`config.mk`:
```
export PLATFORM = sky130hd
export DESIGN_NAME = watering_button_mode_controller
export DESIGN_NICKNAME = d
export VERILOG_FILES = /design/src/hw/rtl/wmc_pkg.sv /design/src/hw/rtl/watering_button_mode_controller.sv /design/src/hw/rtl/wmc_cfg.sv /design/src/hw/rtl/wmc_core.sv
export SDC_FILE = /design/constraint.sdc
export NUM_CORES = 1
export LEC_CHECK = 0
export ABC_AREA = 1
export ABC_CLOCK_PERIOD_IN_PS = 3900
export BUFFER_PORTS_ARGS = -buffer_cell sky130_fd_sc_hd__buf_4
export CAP_MARGIN = 30
export CORE_MARGIN = 2
export CORE_UTILIZATION = 35
export DETAILED_ROUTE_END_ITERATION = 7
export PLACE_DENSITY = 0.64
export REMOVE_ABC_BUFFERS = 1
export SYNTH_ARGS = -nofsm -noshare
export SYNTH_HDL_FRONTEND = slang
export SYNTH_SLANG_ARGS = --single-unit
```
`constraint.sdc`:
```
create_clock -name clk_i -period 3.9 [get_ports clk_i]
set_input_delay 0.195 -clock clk_i [delete_from_list [all_inputs] [get_ports clk_i]]
set_output_delay 0.195 -clock clk_i [all_outputs]
set_load 0.01 [all_outputs]
```
`src/hw/rtl/wmc_pkg.sv`:
```
// ----------------------------------------------------------------------------
// wmc_pkg
// Types, constants and helpers shared by the watering button mode controller.
// ----------------------------------------------------------------------------
package wmc_pkg;

  // Counter and register widths
  localparam int CNT_W = 32;
  localparam int CFG_W = 32;
  localparam int CMP_W = (CNT_W > CFG_W) ? CNT_W : CFG_W;
  localparam int IDX_W = 3;

  localparam logic [CNT_W-1:0] CNT_MAX = {CNT_W{1'b1}};

  // Border value applied at reset
  localparam logic [7:0] BORDER_RST = 8'd50;

  // Register indexes
  localparam logic [IDX_W-1:0] REG_INIT_BORDER   = 3'd0;
  localparam logic [IDX_W-1:0] REG_WATERING      = 3'd1;
  localparam logic [IDX_W-1:0] REG_UPDATE_PERIOD = 3'd2;
  localparam logic [IDX_W-1:0] REG_BOUNCE_MAX    = 3'd3;
  localparam logic [IDX_W-1:0] REG_CLICK_MAX     = 3'd4;
  localparam logic [IDX_W-1:0] REG_HOLD_MAX      = 3'd5;
  localparam logic [IDX_W-1:0] REG_BLINK         = 3'd6;
  localparam logic [IDX_W-1:0] REG_REPORT_PERIOD = 3'd7;

  // Register reset values
  localparam logic [CFG_W-1:0] WATERING_RST      = 32'd46000;
  localparam logic [CFG_W-1:0] UPDATE_PERIOD_RST = 32'd993600000;
  localparam logic [CFG_W-1:0] BOUNCE_MAX_RST    = 32'd230;
  localparam logic [CFG_W-1:0] CLICK_MAX_RST     = 32'd16100;
  localparam logic [CFG_W-1:0] HOLD_MAX_RST      = 32'd69000;
  localparam logic [CFG_W-1:0] BLINK_RST         = 32'd230;
  localparam logic [CFG_W-1:0] REPORT_PERIOD_RST = 32'd23000;

  typedef enum logic [2:0] {
    MODE_IDLE  = 3'd0,
    MODE_BLINK = 3'd1,
    MODE_WATER = 3'd2,
    MODE_MEAS  = 3'd3,
    MODE_FLASH = 3'd4,
    MODE_PRESS = 3'd5
  } mode_e;

  typedef enum logic [2:0] {
    KIND_DRY      = 3'd0,
    KIND_WET      = 3'd1,
    KIND_BORDER   = 3'd2,
    KIND_MEAS     = 3'd3,
    KIND_PERIODIC = 3'd4
  } kind_e;

  typedef struct packed {
    logic [CFG_W-1:0] watering;
    logic [CFG_W-1:0] update_period;
    logic [CFG_W-1:0] bounce_max;
    logic [CFG_W-1:0] click_max;
    logic [CFG_W-1:0] hold_max;
    logic [CFG_W-1:0] blink;
    logic [CFG_W-1:0] report_period;
  } cfg_t;

  typedef struct packed {
    logic       pump_drive;
    logic       led_drive;
    logic       report_valid;
    kind_e      report_kind;
    logic [7:0] report_value;
    mode_e      mode;
  } step_res_t;

  // Saturating increment of a tick counter
  function automatic logic [CNT_W-1:0] sat_inc(input logic [CNT_W-1:0] cnt);
    return (cnt == CNT_MAX) ? cnt : cnt + CNT_W'(1);
  endfunction

  // Counter reached a register limit
  function automatic logic cnt_ge(input logic [CNT_W-1:0] cnt,
                                  input logic [CFG_W-1:0] lim);
    return CMP_W'(cnt) >= CMP_W'(lim);
  endfunction

endpackage

```
`src/hw/rtl/watering_button_mode_controller.sv`:
```
// ----------------------------------------------------------------------------
// watering_button_mode_controller
// Button-driven watering controller: one input transaction per timer tick,
// one result transaction per input.
//
//   channel   | direction | contents
//   ----------+-----------+-------------------------------------------------
//   s_axis    | in        | tdata: button_pressed, moisture_sample
//   m_axis    | out       | tdata: pump/led/report/mode, tuser: report_kind
//   cfg       | in        | register write: cfg_we_i, cfg_idx_i, cfg_data_i
//
// One transaction per cycle sustained while m_axis does not stall; each result
// passes through the input register and then the result register after its
// input is accepted.
// The controller state updates once per processed tick, so ticks can follow
// back to back.
// Reset clears all state; the border returns to 50 and registers to defaults.
// A stall on m_axis holds the result register and, once the input register
// is also full, drops s_axis_tready.
// ----------------------------------------------------------------------------
module watering_button_mode_controller import wmc_pkg::*; (
  input  logic             clk_i,
  input  logic             rst_ni,
  // input stream
  input  logic             s_axis_tvalid,
  output logic             s_axis_tready,
  input  logic [15:0]      s_axis_tdata,   // [0] button_pressed, [8:1] moisture_sample
  // result stream
  output logic             m_axis_tvalid,
  input  logic             m_axis_tready,
  output logic [15:0]      m_axis_tdata,   // [0] pump_drive, [1] led_drive,
                                           // [2] report_valid, [10:3] report_value,
                                           // [13:11] mode
  output logic [2:0]       m_axis_tuser,   // [2:0] report_kind
  // configuration
  input  logic             cfg_we_i,
  input  logic [IDX_W-1:0] cfg_idx_i,
  input  logic [CFG_W-1:0] cfg_data_i
);

  cfg_t       cfg;
  step_res_t  res;

  logic       in_valid_q;
  logic       btn_q;
  logic [7:0] smp_q;
  logic       out_valid_q;
  step_res_t  out_q;
  logic       out_free;
  logic       step_en;

  assign out_free      = !out_valid_q || m_axis_tready;
  assign step_en       = in_valid_q && out_free;
  assign s_axis_tready = !in_valid_q || out_free;

  wmc_cfg u_cfg (
    .clk_i      (clk_i),
    .rst_ni     (rst_ni),
    .cfg_we_i   (cfg_we_i),
    .cfg_idx_i  (cfg_idx_i),
    .cfg_data_i (cfg_data_i),
    .cfg_o      (cfg)
  );

  wmc_core u_core (
    .clk_i     (clk_i),
    .rst_ni    (rst_ni),
    .step_en_i (step_en),
    .button_i  (btn_q),
    .sample_i  (smp_q),
    .cfg_i     (cfg),
    .res_o     (res)
  );

  // Input register: load on accept, drain on step
  always_ff @(posedge clk_i or negedge rst_ni) begin
    if (!rst_ni) begin
      in_valid_q <= 1'b0;
    end else if (s_axis_tvalid && s_axis_tready) begin
      in_valid_q <= 1'b1;
    end else if (step_en) begin
      in_valid_q <= 1'b0;
    end
  end

  always_ff @(posedge clk_i) begin
    if (s_axis_tvalid && s_axis_tready) begin
      btn_q <= s_axis_tdata[0];
      smp_q <= s_axis_tdata[8:1];
    end
  end

  // Result register: hold until taken
  always_ff @(posedge clk_i or negedge rst_ni) begin
    if (!rst_ni) begin
      out_valid_q <= 1'b0;
    end else if (step_en) begin
      out_valid_q <= 1'b1;
    end else if (m_axis_tready) begin
      out_valid_q <= 1'b0;
    end
  end

  always_ff @(posedge clk_i) begin
    if (step_en) begin
      out_q <= res;
    end
  end

  assign m_axis_tvalid = out_valid_q;
  assign m_axis_tdata  = {2'b00, out_q.mode, out_q.report_value, out_q.report_valid,
                          out_q.led_drive, out_q.pump_drive};
  assign m_axis_tuser  = out_q.report_kind;

endmodule

```
`src/hw/rtl/wmc_cfg.sv`:
```
// ----------------------------------------------------------------------------
// wmc_cfg
// Configuration register file, written through a plain write port.
// ----------------------------------------------------------------------------
module wmc_cfg import wmc_pkg::*; (
  input  logic             clk_i,
  input  logic             rst_ni,
  input  logic             cfg_we_i,
  input  logic [IDX_W-1:0] cfg_idx_i,
  input  logic [CFG_W-1:0] cfg_data_i,
  output cfg_t             cfg_o
);

  cfg_t cfg_q;

  // Decode and store register writes
  always_ff @(posedge clk_i or negedge rst_ni) begin
    if (!rst_ni) begin
      cfg_q.watering      <= WATERING_RST;
      cfg_q.update_period <= UPDATE_PERIOD_RST;
      cfg_q.bounce_max    <= BOUNCE_MAX_RST;
      cfg_q.click_max     <= CLICK_MAX_RST;
      cfg_q.hold_max      <= HOLD_MAX_RST;
      cfg_q.blink         <= BLINK_RST;
      cfg_q.report_period <= REPORT_PERIOD_RST;
    end else if (cfg_we_i) begin
      case (cfg_idx_i)
        // the initial border is reloaded with its reset value by every reset,
        // so a write to it never becomes visible
        REG_INIT_BORDER:   ;
        REG_WATERING:      cfg_q.watering      <= cfg_data_i;
        REG_UPDATE_PERIOD: cfg_q.update_period <= cfg_data_i;
        REG_BOUNCE_MAX:    cfg_q.bounce_max    <= cfg_data_i;
        REG_CLICK_MAX:     cfg_q.click_max     <= cfg_data_i;
        REG_HOLD_MAX:      cfg_q.hold_max      <= cfg_data_i;
        REG_BLINK:         cfg_q.blink         <= cfg_data_i;
        REG_REPORT_PERIOD: cfg_q.report_period <= cfg_data_i;
        default:           ;
      endcase
    end
  end

  assign cfg_o = cfg_q;

endmodule

```
`src/hw/rtl/wmc_core.sv`:
```
// ----------------------------------------------------------------------------
// wmc_core
// Controller state and the per-tick update: timers, press classification,
// periodic event. Produces one result per tick.
// ----------------------------------------------------------------------------
module wmc_core import wmc_pkg::*; (
  input  logic       clk_i,
  input  logic       rst_ni,
  input  logic       step_en_i,
  input  logic       button_i,
  input  logic [7:0] sample_i,
  input  cfg_t       cfg_i,
  output step_res_t  res_o
);

  mode_e            mode_q, mode_d;
  logic [7:0]       border_q, border_d;
  logic [CNT_W-1:0] period_q, period_d;
  logic [CNT_W-1:0] press_q, press_d;
  logic [CNT_W-1:0] phase_q, phase_d;
  logic             btn_last_q, btn_last_d;

  logic             rv;
  kind_e            rk;
  logic [7:0]       rval;
  mode_e            mode_t;

  // Next state for one tick
  always_comb begin
    period_d   = sat_inc(period_q);
    press_d    = btn_last_q ? sat_inc(press_q) : press_q;
    phase_d    = phase_q;
    border_d   = border_q;
    btn_last_d = btn_last_q;
    mode_t     = mode_q;
    rv         = 1'b0;
    rk         = KIND_DRY;
    rval       = 8'd0;

    // advance timed modes
    case (mode_q)
      MODE_BLINK, MODE_FLASH: begin
        phase_d = sat_inc(phase_q);
        if (cnt_ge(phase_d, cfg_i.blink)) begin
          mode_t = btn_last_q ? MODE_PRESS : MODE_IDLE;
        end
      end
      MODE_WATER: begin
        phase_d = sat_inc(phase_q);
        if (cnt_ge(phase_d, cfg_i.watering)) begin
          mode_t = MODE_IDLE;
        end
      end
      MODE_MEAS: begin
        phase_d = sat_inc(phase_q);
        if (cnt_ge(phase_d, cfg_i.report_period)) begin
          phase_d = '0;
          rv      = 1'b1;
          rk      = KIND_MEAS;
          rval    = sample_i;
        end
      end
      default: ;
    endcase

    mode_d = mode_t;

    // handle a button edge unless the pump runs
    if (mode_t != MODE_WATER && button_i != btn_last_q) begin
      btn_last_d = button_i;
      if (button_i) begin
        press_d = '0;
        phase_d = '0;
        mode_d  = MODE_BLINK;
      end else if (!cnt_ge(press_d, cfg_i.bounce_max)) begin
        mode_d = MODE_IDLE;
      end else if (!cnt_ge(press_d, cfg_i.click_max)) begin
        rv   = 1'b1;
        rval = sample_i;
        if (sample_i > border_q) begin
          rk      = KIND_DRY;
          mode_d  = MODE_WATER;
          phase_d = '0;
        end else begin
          rk     = KIND_WET;
          mode_d = MODE_IDLE;
        end
      end else if (!cnt_ge(press_d, cfg_i.hold_max)) begin
        border_d = sample_i;
        rv       = 1'b1;
        rk       = KIND_BORDER;
        rval     = sample_i;
        mode_d   = MODE_FLASH;
        phase_d  = '0;
      end else begin
        rv      = 1'b1;
        rk      = KIND_MEAS;
        rval    = sample_i;
        mode_d  = MODE_MEAS;
        phase_d = '0;
      end
    end

    // periodic update waits for a free tick outside watering
    if (mode_d != MODE_WATER && !rv && cnt_ge(period_d, cfg_i.update_period)) begin
      period_d = '0;
      rv       = 1'b1;
      rk       = KIND_PERIODIC;
      rval     = sample_i;
      mode_d   = MODE_BLINK;
      phase_d  = '0;
    end
  end

  // Result of the tick
  always_comb begin
    res_o.pump_drive   = (mode_d == MODE_WATER);
    res_o.led_drive    = (mode_d == MODE_BLINK) || (mode_d == MODE_FLASH);
    res_o.report_valid = rv;
    res_o.report_kind  = rv ? rk : KIND_DRY;
    res_o.report_value = rv ? rval : 8'd0;
    res_o.mode         = mode_d;
  end

  // Commit state on each processed tick
  always_ff @(posedge clk_i or negedge rst_ni) begin
    if (!rst_ni) begin
      mode_q     <= MODE_IDLE;
      border_q   <= BORDER_RST;
      period_q   <= '0;
      press_q    <= '0;
      phase_q    <= '0;
      btn_last_q <= 1'b0;
    end else if (step_en_i) begin
      mode_q     <= mode_d;
      border_q   <= border_d;
      period_q   <= period_d;
      press_q    <= press_d;
      phase_q    <= phase_d;
      btn_last_q <= btn_last_d;
    end
  end

  // No report while the pump keeps running
  a_water_silent: assert property (@(posedge clk_i) disable iff (!rst_ni)
    step_en_i && mode_q == MODE_WATER && mode_d == MODE_WATER |-> !rv)
    else $error("report issued during watering");

  // A saved border is the reported value
  a_border_saved: assert property (@(posedge clk_i) disable iff (!rst_ni)
    step_en_i && rv && rk == KIND_BORDER |=> border_q == $past(rval))
    else $error("border not stored");

  // A press edge outside watering starts a blink
  a_press_blink: assert property (@(posedge clk_i) disable iff (!rst_ni)
    step_en_i && button_i && !btn_last_q && mode_t != MODE_WATER
    |=> mode_q == MODE_BLINK && btn_last_q)
    else $error("press edge did not start blink");

  // A periodic report restarts the update timer
  a_period_clear: assert property (@(posedge clk_i) disable iff (!rst_ni)
    step_en_i && rv && rk == KIND_PERIODIC |=> period_q == '0)
    else $error("update timer not restarted");

endmodule

```
======== After elaboration in Yosys (flattened, before gate mapping) ========
Index checks and enable logic that the tools add are counted.
storage, ports and cells
  flip-flop bits (word level) ............. 360
  input bits .............................. 56
  output and inout port bits .............. 21
  logic and storage cells ................. 134
operators by class
  add/sub/neg operators ................... 3
  order comparisons ....................... 8
  equality and inequality tests ........... 20
  muxes and demuxes ....................... 51
  bitwise operators ....................... 3
  reduce and logical (&&, ||, !) cells .... 25
operator list
  kind                                                                      count
  32-bit 2-to-1 mux                                                         14
  32-bit >= comparator                                                      7
  32-bit by 1-bit adder with 32-bit output (second input constant)          3
  32-bit == test (second input constant)                                    3
  32-bit one-hot mux with 2 select lines                                    1
  8-bit 2-to-1 mux                                                          6
  3-bit 2-to-1 mux                                                          15
  3-bit == test (second input constant)                                     6
  2-bit AND reduction                                                       8
  3-bit by 2-bit == test with 1-bit output (second input constant)          5
  1-bit 2-to-1 mux                                                          12
  3-bit by 1-bit == test with 1-bit output (second input constant)          3
  8-bit greater-than comparator                                             1
  3-bit by 2-bit inequality test with 1-bit output (second input constant)  2
  3-bit one-hot mux with 2 select lines                                     1
  6-bit AND reduction                                                       1
  1-bit logical AND                                                         5
  2-bit 2-to-1 mux                                                          2
  2-bit nonzero test                                                        2
  2-bit OR reduction                                                        2
  1-bit logical NOT                                                         3
  1-bit logical OR                                                          3
  1-bit inverter                                                            3
  3-bit OR reduction                                                        1
  1-bit inequality test                                                     1

======== Depth between registers and ports, before layout ========
Gate-level depths: netlist (run 1).
  word-level depth ........................ 15
  depth in mapped cells ................... 33
  gate-level depth less buffers ........... 31

======== Modules after synthesis ========
Synthesis (run 1) repeated with hierarchy kept, for this count alone.
second synthesis, totals
  cells, all modules ...................... 3143
  area, all modules ....................... 23558.8 sq um
by module, submodules not included
  module                           instances  cells an instance  area each (sq um)  sequential area each (sq um)
  wmc_core                         1          2128               13977.2            2706.3
  wmc_cfg                          1          974                8687.1             5670.4
  watering_button_mode_controller  1          41                 894.6              830.8

======== Least setup slack after synthesis (run 1) ========
OpenSTA, ideal clock, no wires.
  path type ............................... register to register
  from .................................... reg u_core.press_q[0]
  to ...................................... reg out_q, in the netlist m_axis_tdata[10] (data pin)
  library setup time ...................... 266 ps
  data arrival time ....................... 3671 ps
  required time ........................... 3634 ps
  path slack .............................. -37 ps
  stages on the path, launching flop included .. 27
  path buffers ............................ 1
  period minus slack after synthesis ...... 3937 ps
  cell sequence ........................... dfrtp_1 ha_1 nand2_1 nor3_1 nand2_1 or3_1 nand2_2 inv_2 nand2_1 nor2_1 xor2_1 inv_1 ha_1 nand2_1 nor2_1 nand3_1 nor3_1 nand4_1 nand3_1 nor2_1 nor2_1 nor2_1 nor2_4 nand3_2 nand2_2 buf_2 a21boi_0
between the ends
  longest elaborated chain between the ends .. 13
  elaborated cells between the ends (all ways) .. 24
  those cells by class .................... 1 x add/sub; 3 x order compare; 2 x eq/ne; 15 x mux; 3 x reduce/logical
RTL lines
  what                                                                               line                                    RTL
  start: declaration                                                                 wmc_core.sv:19                          logic [CNT_W-1:0] press_q, press_d;
  start signal: assignment                                                           wmc_core.sv:138                         press_q <= press_d;
  32-bit by 1-bit adder with 32-bit output / 32-bit == test (equally long branches)  wmc_pkg.sv:75                           return (cnt == CNT_MAX) ? cnt : cnt + CNT_W'(1);
  32-bit 2-to-1 mux                                                                  wmc_pkg.sv:75
  32-bit 2-to-1 mux (*)                                                              wmc_core.sv:31                          press_d = btn_last_q ? sat_inc(press_q) : press_q;
  32-bit >= comparator                                                               wmc_pkg.sv:81                           return CMP_W'(cnt) >= CMP_W'(lim);
  3-bit 2-to-1 mux                                                                   wmc_core.sv:88                          end else if (!cnt_ge(press_d, cfg_i.hold_max)) begin
  3-bit 2-to-1 mux                                                                   wmc_core.sv:77                          end else if (!cnt_ge(press_d, cfg_i.click_max)) begin
  3-bit 2-to-1 mux                                                                   wmc_core.sv:75                          end else if (!cnt_ge(press_d, cfg_i.bounce_max)) begin
  3-bit 2-to-1 mux                                                                   wmc_core.sv:71                          if (button_i) begin
  3-bit 2-to-1 mux                                                                   wmc_core.sv:69                          if (mode_t != MODE_WATER && button_i != btn_last_q) begin
  3-bit by 2-bit inequality test with 1-bit output                                   wmc_core.sv:105                         if (mode_d != MODE_WATER && !rv && cnt_ge(period_d, cfg_i.update_period)) begin
  1-bit logical AND (2 in series)                                                    wmc_core.sv:105
  8-bit 2-to-1 mux / 1-bit 2-to-1 mux (equally long branches)                        wmc_core.sv:105
  end signal: assignment                                                             watering_button_mode_controller.sv:106  out_q <= res;
  end: declaration                                                                   watering_button_mode_controller.sv:48   step_res_t out_q;
Every way passes the cells marked *; elsewhere a longest branch is shown, timed or not.
A chain may end at the register's enable or synchronous reset.

======== Worst setup path in the final report (run 1) ========
  from .................................... reg u_core.press_q[0]
  to ...................................... reg u_core.period_q[23]
between the ends
  longest elaborated chain between the ends .. 13
  elaborated cells between the ends (all ways) .. 20
  those cells by class .................... 1 x add/sub; 3 x order compare; 2 x eq/ne; 11 x mux; 3 x reduce/logical
RTL lines
  what                                                                               line             RTL
  32-bit by 1-bit adder with 32-bit output / 32-bit == test (equally long branches)  wmc_pkg.sv:75
  32-bit 2-to-1 mux                                                                  wmc_pkg.sv:75
  32-bit 2-to-1 mux (*)                                                              wmc_core.sv:31
  32-bit >= comparator                                                               wmc_pkg.sv:81
  3-bit 2-to-1 mux                                                                   wmc_core.sv:88
  3-bit 2-to-1 mux                                                                   wmc_core.sv:77
  3-bit 2-to-1 mux                                                                   wmc_core.sv:75
  3-bit 2-to-1 mux                                                                   wmc_core.sv:71
  3-bit 2-to-1 mux                                                                   wmc_core.sv:69
  3-bit by 2-bit inequality test with 1-bit output                                   wmc_core.sv:105
  1-bit logical AND (*) (2 in series)                                                wmc_core.sv:105
  32-bit 2-to-1 mux (*)                                                              wmc_core.sv:105
  end signal: assignment                                                             wmc_core.sv:137  period_q <= period_d;
  end: declaration                                                                   wmc_core.sv:18   logic [CNT_W-1:0] period_q, period_d;
Marks and branches as above.

==> impl_metrics.csv, run 1 <==
group,metric,value,unit
outcome,status,"finished, violations left",
outcome,violations,"setup timing",
power_and_ir_drop,p_per_area,584,nW/um^2
place,port_buffers,67,
sta,hold_ws,0.162,ns
synth,synth-main-ff-cell,"dfrtp_1",
power_and_ir_drop,ir_drop,0.000392,V
sta,fin_crit,4.42,ns
routing,drt_iter0_drc,1559,
final_layout,most-common-layout-cells,"nand2_1 (749), buf_4 (450), inv_1 (439)",
routing,totalWireLength,70600,um
final_layout,seqCellArea,9210,um^2
cts,cts_made_buffers,43,
sta,max_slew_margin,0.370,
synth,yosysSeqAreaShare,0.402,
worst_hold_path,min_path_type,"in -> reg",
sta,setup_viol,92,
cts,tritoncts,"built",
critical_path,cpMostUsedCell,"nand2_2",
routing,vias_per_cell,4.90,
cts,clock_sinks,360,
job,maxCapViolCount,0,
critical_path,cp_slowest_cell,"or3_4",
routing,drtPass1Iterations,6,
sta,finClkSkew,0.0228,ns
final_layout,utilization,0.473,
cts,clock-root-buffer,"clkbuf_16",
synth,syn_area_per_cell,7.66,um^2
final_layout,instances_no_fill,4375,
final_layout,layout.nets,3776,
critical_path,worst-setup-path-type,"reg -> reg",
power_and_ir_drop,leakagePower,15.5,nW
floorplanning,die-area,67400,um^2
floorplanning,ioPinCount,77,
routing,vias,21400,
sta,postLayoutSetupSlackWorst,-0.516,ns
cts,htree_levels,2,
synth,synth.distinct_cells,51,
sta,period_share,1.13,
critical_path,arrival,4.86,ns
grt,grt_overflow,0,
critical_path,rrSetupSlack,-0.52,ns
routing,wl_per_cell,16.1,um
critical_path,cp_top_family,"simple AND/OR/NAND/NOR gates",
final_layout,area_growth,33.6,%
place,pre_cts_ws,-0.635,ns
critical_path,critPathMaxStageDelay,0.42,ns
grt,grt_pass1_vias,20700,
place,gp_congestion,0.940,
floorplanning,placeableCoreArea,64600,um^2
floorplanning,die_w,260,um
synth,netlist_area,22900,um^2
routing,drc_errors,0,
critical_path,cp_max_fo,16,
synth,synth-edff-count,26,
critical_path,cp-end-kind,"flip-flop",
grt,antenna_found_initial,0,
floorplanning,initial_utilization,0.354,
critical_path,cp-start-kind,"flip-flop",
sta,max_slew.worst_pin.slew,0.944,ns
cts,clock_latency,0.58,ns
place,place_inst,4200,
floorplanning,die_y,260,um
cts,cts_buffer_depth,3,
worst_hold_path,holdPathEnd,"u_cfg.cfg_o[0]$_DFFE_PN0P_",
synth,netlist_instances,2987,
synth,synthArstFlopShare,0.928,
worst_hold_path,hold_depth,3,
final_layout,final_common_cell,"nand2_1",
final_layout,multiInputGateArea,12600,um^2
grt,grt_usage,0.206,
sta,clock.fmax,226,MHz
synth,synth_seq_cells,360,
sta,final_hold_viol_count,0,
cts,clk_pin_slew_worst_paths,0.06,ns
critical_path,cp.required,4.34,ns
critical_path,crit_buf_inv,8,
final_layout,drive_gt1_frac,0.238,
floorplanning,rows,93,
synth,synth_warnings,0,
critical_path,r2r_cells,32,
critical_path,worstReg2RegStart,"u_core.press_q[0]$_DFFE_PN0P_",
sta,slew_viol_final,0,
grt,grt_pass1_wl,110000,um
worst_hold_path,hold_start,"cfg_data_i[0]",
sta,fin_tns_setup,-40.01,ns
sta,rsz0062_at_grt,"yes",
grt,grt_max_degree,110,
final_layout,fill_cells,6138,
critical_path,r2r-end,"u_core.period_q[23]$_DFFE_PN0P_",
place,place_hpwl,50200,um
routing,drtAntennaViolNets,0,
[state kept, by name (all words and copies together) (netlist names)]
name and flops:
u_core.border_q 8, smp_q 8, m_axis_tuser 3, u_core.mode_q 3
u_core.btn_last_q 1, u_core.period_q 32, u_core.phase_q 32, u_cfg.cfg_o 224
in_valid_q 1, m_axis_tdata 14, u_core.press_q 32, m_axis_tvalid 1
btn_q 1
[layer usage]
metal  vias to the layer above  track usage  wire length [um]
li1                      10700            -                 -
met1                     10100        0.273             31500
met2                       514        0.351             33800
met3                       149       0.0250              3070
met4                         0       0.0608              2200
met5                         -            0                 0
[through the flow]
stage / cell area [um^2] / power (mW)
global route: 30600 / 19.2
finish: 30600 / 17.8
CTS: 29800 / 17.3
detailed placement: 27100 / 12.8
floorplan: 22500 / 9.63
global placement: 27100 / 12.7
[cell families (layout without fill, tap and decap cells)]
family / after synthesis / count (layout) / share of synthesized area
buf+inv: 551 / 1081 / 0.0927
simple gates: 1256 / 1256 / 0.230
flops: 360 / 360 / 0.402
compound gates: 505 / 505 / 0.116
xor+xnor: 78 / 78 / 0.0299
other cells: 1 / 4 / 0.000164
fa+ha+maj: 235 / 235 / 0.129
mux: 1 / 1 / 0.000438
[layout make-up]
type                            instances  area share
Tap cell                              855      0.0350
Antenna cell                            2    0.000164
Timing Repair inverter                  1    0.000246
Clock inverter                         17     0.00508
Inverter                              461      0.0568
Timing Repair Buffer                  541       0.150
Clock buffer                           61      0.0400
Multi-Input combinational cell       2077       0.411
Sequential cell                       360       0.301
[power by group]
part,total (mW),switching [mW],internal (mW)
combinational,8.67,4.91,3.77
clock,4.01,1.69,2.32
sequential,5.16,0.482,4.67
total,17.8,7.08,10.8
[tightest hold or removal path, stage by stage]
cell and delay, ns:
buf_4 0.08, inv_1 0.22, a21oi_1 0.20
[how the worst max path moves through the flow]
stage	start	end	cells past startpoint
2_1_floorplan	m_axis_tvalid$_DFFE_PN0P_	u_core.press_q[10]$_DFFE_PN0P_	5
3_3_place_gp	u_core.press_q[0]$_DFFE_PN0P_	u_core.phase_q[8]$_DFFE_PN0P_	31
3_5_place_dp	u_core.press_q[0]$_DFFE_PN0P_	m_axis_tdata[7]$_SDFFCE_PN0P_	29
4_1_cts	u_core.press_q[9]$_DFFE_PN0P_	m_axis_tdata[9]$_SDFFCE_PN0P_	27
5_1_grt	u_core.press_q[0]$_DFFE_PN0P_	u_core.phase_q[24]$_DFFE_PN0P_	33
6_report	u_core.press_q[0]$_DFFE_PN0P_	u_core.period_q[23]$_DFFE_PN0P_	32
[cells in the mapped netlist (55+ instances only)]
cell type	number	area, um^2
nand3_1	103	515
nand2_1	799	3000
ha_1	235	2940
nor3_1	63	315
o21ai_0	323	1620
xor2_1	68	596
clkbuf_1	66	248
dfstp_2	55	1450
nor2_1	184	691
dfrtp_1	279	6980
a21oi_1	124	621
inv_1	457	1720
[what timing repair did]
item / in CTS / in global routing
pin swaps: 49 / 78
setup endpoints to repair: 125 / 125
endpoints found under the hold margin: 138 / 0
resized for setup: 132 / 160
hold buffers: 45 / 0
cloned: 7 / 4
setup buffers: 22 / 21
Note: power is estimated with default switching activity, not from simulation.
==> run 2: changes to the inputs <==
- SYNTH_HIERARCHICAL: not set -> 1
==> impl_metrics.csv, run 2 <==
group,metric,value,unit
grt,grt_pass1_vias,21800,
place,gp_congestion,0.921,
floorplanning,ioPinCount,77,
critical_path,crit_buf_inv,3,
worst_hold_path,holdPathEnd,"u_cfg/cfg_o[209]$_DFFE_PN0P_",
critical_path,worst-setup-path-type,"reg -> reg",
synth,syn_area_per_cell,7.50,um^2
synth,yosysTopAreaCell,"dfrtp_1",
outcome,violations,"setup timing",
power_and_ir_drop,p_int,10.6,mW
sta,setup_viol,120,
grt,grt_pass1_wl,119000,um
power_and_ir_drop,switching_share,0.399,
critical_path,cp-start-kind,"flip-flop",
synth,synth-main-ff-cell,"dfrtp_1",
cts,clk_pin_slew_worst_paths,0.06,ns
routing,vias_per_cell,4.91,
sta,rsz0062_at_grt,"yes",
sta,slew_viol_final,0,
power_and_ir_drop,p_per_area,568,nW/um^2
critical_path,r2r-end,"u_core/phase_q[6]$_DFFE_PN0P_",
synth,synthArstFlopShare,0.928,
synth,yosysSeqAreaShare,0.391,
power_and_ir_drop,share_comb_of_total_power,0.476,
routing,drt_iter0_drc,1453,
final_layout,area_growth,32.2,%
sta,max_slew.worst_pin.slew,0.857,ns
routing,totalWireLength,75400,um
final_layout,final_area,31100,um^2
sta,finClkSkew,0.0157,ns
routing,drc_errors,0,
final_layout,seqCellArea,9210,um^2
final_layout,fill_cells,6435,
grt,grt_usage,0.214,
synth,synth_seq_cells,360,
floorplanning,initial_utilization,0.352,
sta,period_share,1.08,
cts,clock_latency,0.58,ns
floorplanning,die_y,263,um
cts,clock_sinks,360,
sta,hold_ws,0.109,ns
synth,synth.area.top_cells,"dfrtp_1 (30%), nand2_1 (17%), ha_1 (12%)",
cts,cts_buffer_depth,3,
grt,grt_max_degree,101,
power_and_ir_drop,p_switching,7.06,mW
final_layout,layout.nets,3907,
job,maxCapViolCount,0,
final_layout,drive_gt1_frac,0.242,
power_and_ir_drop,sequentialPowerShare,0.287,
grt,antenna_found_initial,0,
sta,fin_crit,4.22,ns
routing,vias,22200,
sta,clock.fmax,237,MHz
power_and_ir_drop,p_clk_frac,0.237,
power_and_ir_drop,ir_drop,0.000457,V
critical_path,critPathMaxStageDelay,0.39,ns
cts,cts_made_buffers,44,
sta,final_hold_viol_count,0,
synth,synth_warnings,6,
critical_path,worstReg2RegStart,"u_core/press_q[0]$_DFFE_PN0P_",
worst_hold_path,hold_start,"cfg_we_i",
critical_path,critPathLaunch,"u_core/press_q[0]$_DFFE_PN0P_",
floorplanning,die_w,263,um
cts,tritoncts,"built",
critical_path,cp_top_family,"simple AND/OR/NAND/NOR gates",
final_layout,largest_reg_flops,224,
critical_path,cp-end-kind,"flip-flop",
routing,drtAntennaViolNets,0,
power_and_ir_drop,leakagePower,16.2,nW
routing,drtPass1Iterations,5,
final_layout,antenna_cells,0,
synth,synth-edff-count,26,
critical_path,rrSetupSlack,-0.32,ns
synth,synth.distinct_cells,54,
critical_path,arrival,4.72,ns
worst_hold_path,hold_depth,5,
synth,netlist_instances,3143,
cts,htree_levels,2,
floorplanning,placeableCoreArea,66900,um^2
cts,clock-root-buffer,"clkbuf_16",
synth,synth_common_cells,"nand2_1 (1038), inv_1 (455), dfrtp_1 (279), ha_1 (235), nand3_1 (229)",
place,placed_cell_area,27600,um^2
critical_path,cp_max_fo,6,
sta,max_slew_margin,0.429,
critical_path,cp.required,4.40,ns
place,pre_cts_ws,-0.464,ns
final_layout,final_common_cell,"nand2_1",
floorplanning,die-area,69400,um^2
critical_path,cp_slowest_cell,"dfrtp_1",
final_layout,most-common-layout-cells,"nand2_1 (983), buf_4 (451), inv_1 (433)",
place,port_buffers,67,
synth,yosysMostFrequentCell,"nand2_1",
worst_hold_path,min_path_type,"in -> reg",
grt,grt_overflow,0,
floorplanning,rows,95,
place,place_hpwl,52900,um
critical_path,r2r_cells,28,
final_layout,multiInputGateArea,13200,um^2
sta,postLayoutSetupSlackWorst,-0.318,ns
synth,yosysTopAreaCellShare,0.296,
synth,netlist_area,23600,um^2
outcome,status,"finished, violations left",
routing,wl_per_cell,16.7,um
power_and_ir_drop,power.total,17.7,mW
## run 2: changes by cell type after synthesis, moves of 8 or more
cell,previous run,this run
xor2_1,68,78
nand2_1,799,1038
nor2_1,184,138
nor2_2,1,9
nor3_1,63,52
nand3b_1,24,0
buf_2,12,35
nand3_1,103,229
o21ai_0,323,90
clkbuf_1,66,58
o21ai_1,0,55
## run 2: how the worst max path moves through the flow
stage | end | cells past startpoint
6_report | u_core/phase_q[6]$_DFFE_PN0P_ | 28
2_1_floorplan | u_core/period_q[0]$_DFFE_PN0P_ | 5
3_3_place_gp | m_axis_tdata[1]$_DFFE_PP_ | 29
3_5_place_dp | m_axis_tdata[12]$_DFFE_PP_ | 30
5_1_grt | u_core/phase_q[7]$_DFFE_PN0P_ | 30
4_1_cts | m_axis_tdata[5]$_DFFE_PP_ | 30
## run 2: metrics by stage
| step | TNS (ns) | util | instances |
|---|---|---|---|
| after detailed placement | -34.91 | 0.413 | 4352 |
| final | -21.46 | 0.465 | 4523 |
| after global placement | -26.89 | 0.413 | 4352 |
| after floorplan | -310.30 | - | 3040 |
| after CTS | -6.89 | 0.452 | 4504 |
| after global routing | -47.35 | 0.465 | 4523 |
## run 2: kinds of logic (layout without fill, tap and decap cells)
group | after synthesis | in the layout | synth area share
DFF | 360 | 360 | 0.391
adders and majority gates | 235 | 235 | 0.125
buffers and inverters | 568 | 1073 | 0.0947
and+or+nand+nor | 1558 | 1559 | 0.279
other | 1 | 2 | 0.000159
AOI/OAI and AO/OA | 335 | 335 | 0.0782
xor gates and xnor gates | 86 | 86 | 0.0320
## run 2: tightest hold or removal path, stage by stage
cell and delay, ns:
buf_4 0.11, inv_1 0.08, nor2_4 0.10, nand3_1 0.10, nand2_1 0.05
## run 2: power groups by stage
stage | Clock (mW) | Sequential (mW) | Combinational [mW]
after floorplan | 0 | 5.11 | 4.31
after global placement | 0 | 5.10 | 7.15
after detailed placement | 0 | 5.12 | 7.29
after CTS | 4.28 | 5.08 | 7.77
after global routing | 4.43 | 5.17 | 9.43
final | 4.20 | 5.08 | 8.42
## run 2: what timing repair did
action / in CTS / in global routing
pin swaps: 19 / 39
hold buffers: 46 / 0
cloned: 2 / 5
setup endpoints to repair: 118 / 125
buffers inserted: 26 / 17
gates resized for setup: 143 / 172
hold endpoints to repair: 293 / 0
## run 2: area by class of cell
type,count,area share
Clock buffer,63,0.0402
Sequential cell,360,0.296
Clock inverter,17,0.00655
Multi-Input combinational cell,2217,0.425
Tap cell,873,0.0351
Inverter,464,0.0565
Timing Repair Buffer,529,0.141
## run 2: layer usage
layer | up-vias | global-route usage | share of wire
met5 | - | 0 | 0
met2 | 556 | 0.344 | 0.46
met4 | 0 | 0.0874 | 0.038
met3 | 136 | 0.0229 | 0.046
li1 | 11000 | - | -
met1 | 10500 | 0.295 | 0.46
